--- config.mk ---
export PLATFORM = sky130hd
export DESIGN_NAME = vco_div
export DESIGN_NICKNAME = d
export VERILOG_FILES = /design/src/hw/rtl/vco_pkg.sv /design/src/hw/rtl/vco_div.sv
export SDC_FILE = /design/constraint.sdc
export NUM_CORES = 1
export LEC_CHECK = 0
export BUFFER_PORTS_ARGS = -buffer_cell sky130_fd_sc_hd__buf_4
export CORE_ASPECT_RATIO = 1.5
export CORE_UTILIZATION = 38
export CTS_CLUSTER_SIZE = 28
export DETAILED_ROUTE_END_ITERATION = 16
export PLACE_DENSITY = 0.52
export SYNTH_ARGS = -nofsm -noshare
export SYNTH_HDL_FRONTEND = slang
export SYNTH_SLANG_ARGS = --single-unit
--- constraint.sdc ---
create_clock -name i_clk -period 4 [get_ports i_clk]
set_input_delay 0.4 -clock i_clk [delete_from_list [all_inputs] [get_ports i_clk]]
set_output_delay 0.4 -clock i_clk [all_outputs]
set_load 0.02 [all_outputs]
--- src/hw/rtl/vco_pkg.sv ---
`timescale 1ns / 1ps

package vco_pkg;

    // Column store geometry.
    localparam int MAX_COLUMNS = 1024;
    localparam int COL_AW      = $clog2(MAX_COLUMNS);
    localparam int TOP_W       = 16;

    // Field widths.
    localparam int COLUMN_W  = 10;
    localparam int TERRAIN_W = 8;
    localparam int DEPTH_W   = 20;
    localparam int COLOR_W   = 32;
    localparam int CAM_W     = 10;
    localparam int HOR_W     = 11;
    localparam int SCALE_W   = 16;
    localparam int FH_W      = 12;
    localparam int SPAN_TOP_W = 11;

    // Configuration port.
    localparam int CFG_IDX_W  = 2;
    localparam int CFG_DATA_W = 16;
    localparam logic [CFG_IDX_W-1:0] CFG_CAMERA_HEIGHT = 2'd0;
    localparam logic [CFG_IDX_W-1:0] CFG_HORIZON_ROW   = 2'd1;
    localparam logic [CFG_IDX_W-1:0] CFG_HEIGHT_SCALE  = 2'd2;
    localparam logic [CFG_IDX_W-1:0] CFG_FRAME_HEIGHT  = 2'd3;

    localparam logic [CAM_W-1:0]   RESET_CAMERA_HEIGHT = 10'd128;
    localparam logic [HOR_W-1:0]   RESET_HORIZON_ROW   = 11'd120;
    localparam logic [SCALE_W-1:0] RESET_HEIGHT_SCALE  = 16'd30720;
    localparam logic [FH_W-1:0]    RESET_FRAME_HEIGHT  = 12'd480;
    localparam logic [FH_W-1:0]    FH_MAX              = 12'd2048;

    // Request opcodes.
    localparam logic OP_FRAME_START = 1'b0;
    localparam logic OP_SAMPLE      = 1'b1;

    // Divider widths: the magnitude of the projection numerator, the depth,
    // and a quotient whose top bit flags saturation.
    localparam int DIVD_W = 32;
    localparam int DIVS_W = DEPTH_W;
    localparam int QUOT_W = 16;
    localparam int DSH_W  = DIVS_W + QUOT_W - 1;
    localparam int CNT_W  = $clog2(QUOT_W + 1);

    typedef struct packed {
        logic                 op;
        logic [COLUMN_W-1:0]  column;
        logic [TERRAIN_W-1:0] elevation;
        logic [DEPTH_W-1:0]   depth;
        logic [COLOR_W-1:0]   color;
    } t_sample;

    typedef struct packed {
        logic [COLUMN_W-1:0]   span_column;
        logic [SPAN_TOP_W-1:0] span_top;
        logic [FH_W-1:0]       span_bottom;
        logic [COLOR_W-1:0]    span_color;
    } t_span;

    typedef struct packed {
        logic              start;
        logic [DIVD_W-1:0] dividend;
        logic [DIVS_W-1:0] divisor;
    } t_div_req;

    typedef struct packed {
        logic              done;
        logic [QUOT_W-1:0] quotient;
    } t_div_res;

endpackage

--- src/hw/rtl/vco_div.sv ---
`timescale 1ns / 1ps

// Radix-2 restoring divider, one quotient bit per cycle. The top quotient
// bit is only meaningful as an overflow flag: once it is set, the lower
// bits are not used.
module vco_div import vco_pkg::*; (
    input  logic     i_clk,
    input  logic     i_rst_n,
    input  t_div_req i_req,
    output t_div_res o_res
);

    logic              r_busy;
    logic              r_done;
    logic [CNT_W-1:0]  r_cnt;
    logic [DIVD_W-1:0] r_rem;
    logic [DSH_W-1:0]  r_dsh;
    logic [QUOT_W-1:0] r_q;
    logic              ge;

    assign ge = {{(DSH_W-DIVD_W){1'b0}}, r_rem} >= r_dsh;

    always_ff @(posedge i_clk) begin
        if (!i_rst_n) begin
            r_busy <= 1'b0;
            r_done <= 1'b0;
            r_cnt  <= '0;
        end else if (i_req.start) begin
            r_busy <= 1'b1;
            r_done <= 1'b0;
            r_cnt  <= CNT_W'(QUOT_W);
        end else if (r_busy) begin
            r_cnt <= r_cnt - CNT_W'(1);
            if (r_cnt == CNT_W'(1)) begin
                r_busy <= 1'b0;
                r_done <= 1'b1;
            end
        end else begin
            r_done <= 1'b0;
        end
    end

    always_ff @(posedge i_clk) begin
        if (i_req.start) begin
            r_rem <= i_req.dividend;
            r_dsh <= DSH_W'(i_req.divisor) << (QUOT_W - 1);
            r_q   <= '0;
        end else if (r_busy) begin
            if (ge) begin
                r_rem <= r_rem - DIVD_W'(r_dsh);
            end
            r_q   <= {r_q[QUOT_W-2:0], ge};
            r_dsh <= r_dsh >> 1;
        end
    end

    assign o_res.done     = r_done;
    assign o_res.quotient = r_q;

endmodule

==> results of run 1 <==
layer usage:
metal | vias to the layer above | share of wire
met3 | 17 | 0.028
met2 | 74 | 0.52
met5 | - | 0
li1 | 2189 | -
met4 | 0 | 0.023
met1 | 2004 | 0.43
sequential cells by signal, indices dropped and copies added (netlist names):
register / flops
r_q: 16
r_done: 1
r_busy: 1
r_rem: 32
r_dsh: 35
r_cnt: 5
metrics by stage:
| stage | cells | total power, mW | util | worst slack (ps) | hold WS (ps) |
|---|---|---|---|---|---|
| 2_1_floorplan | 590 | 1.88 | - | 848 | 434 |
| 3_3_place_gp | 826 | 2.12 | 0.437 | 1060 | 452 |
| 3_5_place_dp | 826 | 2.13 | 0.437 | 1010 | 455 |
| 4_1_cts | 842 | 2.94 | 0.456 | 979 | 265 |
| 5_1_grt | 842 | 3.09 | 0.456 | 704 | 270 |
| 6_report | 842 | 2.90 | 0.456 | 1010 | 278 |
worst max-delay path by stage:
stage	start	end	slack, ps	cells past startpoint
after global placement	r_rem[0]$_DFFE_PP_	r_rem[28]$_DFFE_PP_	1060	12
after CTS	r_rem[0]$_DFFE_PP_	r_rem[28]$_DFFE_PP_	980	12
final	r_rem[0]$_DFFE_PP_	r_rem[28]$_DFFE_PP_	1010	12
after floorplan	r_rem[17]$_DFFE_PP_	r_rem[0]$_DFFE_PP_	850	10
after detailed placement	r_rem[0]$_DFFE_PP_	r_rem[28]$_DFFE_PP_	1010	12
after global routing	r_rem[0]$_DFFE_PP_	r_rem[30]$_DFFE_PP_	700	12
logic make-up after synthesis:
logic type               share of synthesized area
AND/OR/NAND/NOR                              0.145
AO/OA/AOI/OAI                                0.179
flip-flops                                   0.427
buffers and inverters                       0.0559
adder cells (fa/ha/maj)                     0.0819
XOR/XNOR                                    0.0532
multiplexers                                0.0573
cells in the final DEF (no fill, tap or decap), drive strengths merged, types with 2 or more instances in the layout:
cell    netlist  layout
a211oi        5       5
a21o          8       8
a21oi        35      35
a221oi        2       2
a22o          5       5
a31oi         2       2
and2          5       5
and3          2       2
buf          10      75
clkbuf       21      10
clkinv        1       3
dfxtp        38      38
edfxtp       52      52
ha           34      34
inv          45      49
mux2i        30      30
nand2        72      72
nand2b        4       4
nand3         4       4
nand4         8       8
nor2         57      57
nor2b         7       7
nor3          7       7
nor4          7       7
o211ai        2       2
o21a          7       7
o21ai        47      47
o21bai        5       5
o31ai        17      17
xnor2        16      16
xor2         17      17
power by group through the flow:
stage	clock (mW)	combinational [mW]	sequential, mW
final	0.802	0.979	1.12
after global placement	0	0.979	1.14
after CTS	0.830	0.988	1.12
after floorplan	0	0.747	1.14
after detailed placement	0	0.981	1.14
after global routing	0.863	1.09	1.13
area by class of cell:
cell class / instances / share of cell area
Tap cell: 192 / 0.0376
Sequential cell: 90 / 0.364
Timing Repair Buffer: 75 / 0.0882
Clock inverter: 6 / 0.00745
Inverter: 46 / 0.0270
Multi-Input combinational cell: 423 / 0.440
Clock buffer: 10 / 0.0359
==> results.toml, run 1 <==
[layout]
ff_latch_area_um2 = 2320
design_area_um2 = 6390
layout-drive-gt1-share = 0.160
area_growth_pct = 17.5
num_antenna_cells = 0
nets = 735
num-fill-cells = 1398
multi_input_area_um2 = 2810

[run_status]
outcome = "completed"

[timing]
hold_viol = 0
rsz0062_at_grt = "false"
fin_setup_tns_ps = 0
finalMaxSlewViolations = 0
slew_headroom = 0.435
finClkSkew_ps = 13.3
max_freq_ghz = 0.334
worstMarginPinSlew_ps = 847
period_minus_slack_ps = 2990
setup_violations = 0
finalCritPeriodShare = 0.748

[synthesis]
ys.flop_type = "edfxtp_1"
syn_nets = 680
synth_top_area_frac = 0.287
ys_top_cells_by_area = "edfxtp_1, dfxtp_1, ha_1, mux2i_1, nand2_1"
synthCells = 590
synth-seq-cells = 90
synth_cell_types = 58
synth_area_leader_cell = "edfxtp_1"
syn_area_um2 = 5440
yosysMostFrequentCell = "nand2_1"
syn_avg_cell_area_um2 = 9.21
synth_async_sr_flop_share = 0
yosys_warnings = 0
ys_top_cells_by_count = "nand2_1, nor2_1, edfxtp_1"
yosysSeqAreaShare = 0.427
synth_edf_count = 52

[pwr]
p_switching_uw = 975
pwr-share-seq = 0.387
power.internal_mw = 1.93
vdd_ir_drop_max_uv = 212
pwr-share-clk = 0.276
comb_power_share = 0.337
p_leak_nw = 2.60
swShare = 0.336
power.density_nw_per_um2 = 455

[cts]
clkTransAtPathRegs_ps = 70
clock_latency_ps = 340
cts_buffers = 9
cts_max_path_buffers = 2
cts-hold-fix-buffers = 0
cts_setup_buffers = 0
cts.sinks = 90
cts_tree = "yes"
root_buffer = "clkbuf_16"
cts-htree-levels = 3
post_cts_resize_count = 0

[worst_setup_path]
crit_path_max_incr_delay_ps = 420
r2r_cells = 12
r2r-end = "r_rem[28]$_DFFE_PP_"
critPathSlowestCell = "fa_1"
cp_top_family = "compound AO/OA/AOI/OAI gates"
worst-setup-path-type = "register to register"
worstPathBufferInverterCount = 2
cp_max_fo = 4
timing.rr.start = "r_rem[0]$_DFFE_PP_"
cp_data_arrival_time_ps = 3060
ff2ff_setup_slack_ps = 1010
cp-end-kind = "register"
crit_chain = "inv_1, ha_1, inv_1, fa_1, a211oi_2, o21ai_1, a21oi_2, o22ai_1, a211o_1, a221oi_2, xor2_1, o21ai_1"
cp-start-kind = "register"
required_ps = 4070

[min_path]
min_to = "r_cnt[4]$_SDFFE_PN0P_"
hp-start = "i_rst_n"
min_delay_path_depth = 2
hold_class = "primary input to register"

[global_route]
grt_use_met3 = 0.0329
grt_pass1_wl_mm = 20.8
busiest_layer = "met2"
track_usage = 0.177
grt_use_met1 = 0.210
globalRouteMet2Util = 0.319
grt_start_max_net_pins = 88
grt-ovfl-total = 0
grt_pass1_vias = 4329
antenna_found_initial = 0

[routing]
route.vias.total = 4284
remaining_drc_errors = 0
drt-initial-drc-count = 168
first_pass_iters = 4
routed_wl_mm = 12.4
routedWlPerCell_um = 14.8
detail-route-antenna-nets = 0
viasPerCell = 5.09

[floorplanning]
num_rows = 53
num_io_pins = 72
dieArea_um2 = 14800
initial_core_util = 0.389
dieWidth_um = 99.7
die_h_um = 148
design.core.area_um2 = 14000

[placed_design]
numPortBuffers = 71
place_congestion = 0.851
dpl_cell_area_um2 = 6110
dp_hpwl_mm = 9.37

[run]
drv_cap = 0
Note: power is estimated with default switching activity, not from simulation.
==> run 2, diff against run 1 <==
PLACE_DENSITY = 0.55   (was 0.52)
clock period = 2.7 ns   (was 4 ns; I/O delays follow)
==> run 2 against run 1 <==
Compared with the run above:
- the run now ends with setup timing left
- core utilization grew 5.2 points
- maximum frequency grew 9.8%
- setup slack got worse by 1000 ps
- clock-buffer cell count did not move
- hold slack got worse by 140 ps
- critical path type unchanged
- largest cell class unchanged
- highest routed layer unchanged
==> results.toml, run 2 (synthesis gave the netlist of run 1 again) <==
[layout]
num_antenna_cells = 0
final_core_util = 0.508
area_growth_pct = 30.7
final_common_cell = "buf_4"
num-fill-cells = 1338
layout-drive-gt1-share = 0.282
largest_register_ffs = 35
nets = 791
fin_cells = 898
layout_common_cells = "buf_4, nand2_1, nor2_1, edfxtp_1, inv_1"
largest-register = "r_dsh"
reg_top3 = "r_dsh (35), r_rem (32), r_q (16)"

[timing]
fin_setup_tns_ps = -47.9
rsz0062_at_grt = "true"
worst_slack_ps = -25.8
finClkSkew_ps = 8.39
max_freq_ghz = 0.367
finalCritPeriodShare = 1.01
whs_ps = 143
period_minus_slack_ps = 2730
setup_violations = 2
worstMarginPinSlew_ps = 676
finalMaxSlewViolations = 0
hold_viol = 0
slew_headroom = 0.545

[floorplanning]
num_rows = 53
dieWidth_um = 99.7
design.core.area_um2 = 14000
num_io_pins = 72
die_h_um = 148
dieArea_um2 = 14800
initial_core_util = 0.389

[placed_design]
dp_hpwl_mm = 9.86
numPortBuffers = 71
place_congestion = 0.895
dp.cells = 870

[cts]
cts_max_path_buffers = 2
root_buffer = "clkbuf_16"
clkTransAtPathRegs_ps = 70
cts_tree = "yes"
clock_latency_ps = 350
cts.sinks = 90
cts-hold-fix-buffers = 0
cts-htree-levels = 3
cts_buffers = 9

[routing]
routedWlPerCell_um = 14.7
first_pass_iters = 4
remaining_drc_errors = 0
route.vias.total = 4563
viasPerCell = 5.08
routed_wl_mm = 13.2
detail-route-antenna-nets = 0
drt-initial-drc-count = 113

[global_route]
grt_pass1_wl_mm = 21.4
grt-ovfl-total = 0
track_usage = 0.182
antenna_found_initial = 0
grt_pass1_vias = 4574
grt_start_max_net_pins = 44

[worst_setup_path]
cp-start-kind = "register"
cp-end-kind = "register"
worst-setup-path-type = "register to register"
cp_max_fo = 3
cp_data_arrival_time_ps = 2810
required_ps = 2790

[min_path]
hold_class = "primary input to register"

[run_status]
violations = "setup timing"
outcome = "finished with violations"

[pwr]
p_leak_nw = 2.93
power.density_nw_per_um2 = 682
finalPower_mw = 4.85
vdd_ir_drop_max_uv = 374

[run]
drv_cap = 0
-- run 2: changes by cell type in the layout (fill, tap and decap cells not counted), moves of 3 or more --
cell / before / now
buf_4: 75 / 127
a21oi_1: 33 / 21
ha_4: 0 / 3
ha_1: 34 / 28
clkbuf_16: 9 / 12
o21ai_0: 35 / 31
ha_2: 0 / 3
a21oi_2: 1 / 12
o21ai_1: 12 / 15
nand2_1: 72 / 69
-- run 2: final timing paths --
path	from	endpoint	slack, ps	cells after the start
min reg2reg	r_done$_SDFFE_PP0P_	r_done$_SDFFE_PP0P_	470	2
max reg2reg	r_rem[0]$_DFFE_PP_	r_rem[26]$_DFFE_PP_	-30	12
min	i_rst_n	r_cnt[4]$_SDFFE_PN0P_	140	2
max	r_rem[0]$_DFFE_PP_	r_rem[26]$_DFFE_PP_	-30	12
-- run 2: critical path, stage by stage (launching register included) --
cell and delay, ps:
edfxtp_1 360, inv_1 60, ha_1 150, inv_1 60, fa_2 350, a211oi_2 230, o2111ai_1 220, a41oi_2 260
o21ai_1 160, a21oi_2 240, buf_4 150, xor2_1 150, o21ai_0 90
-- run 2: repair_timing --
| item | in CTS | in global routing |
|---|---|---|
| cloned | 0 | 2 |
| resized for setup | 9 | 37 |
| setup buffers | 1 | 9 |
| pin swaps | 9 | 19 |
| endpoints found under the setup margin | 42 | 44 |
-- run 2: stage by stage --
stage          cell area (µm²)  worst slack [ps]
2_1_floorplan             5440              3.66
3_5_place_dp              6470              -219
6_report                  7110             -25.8
3_3_place_gp              6470             -96.1
4_1_cts                   6830             -58.0
5_1_grt                   7110              -163
-- run 2: where the power goes --
part	switching (mW)	internal (mW)
sequential	0.0522	1.62
combinational	0.987	0.878
clock	0.601	0.709
total	1.64	3.21
-- run 2: routing by layer --
metal | vias up | global-route usage | wire [µm]
met1 | 2167 | 0.208 | 5500
met4 | 0 | 0.0684 | 289
met3 | 19 | 0.0305 | 305
met5 | - | 0 | 0
li1 | 2301 | - | -
met2 | 76 | 0.334 | 7130
-- run 2: layout make-up --
type	instances	area, µm²	share of cell area
Multi-Input combinational cell	423	3020	0.424
Inverter	46	173	0.0243
Sequential cell	90	2320	0.327
Tap cell	192	240	0.0338
Clock buffer	10	250	0.0352
Clock inverter	6	62.6	0.00880
Timing Repair Buffer	131	1040	0.147
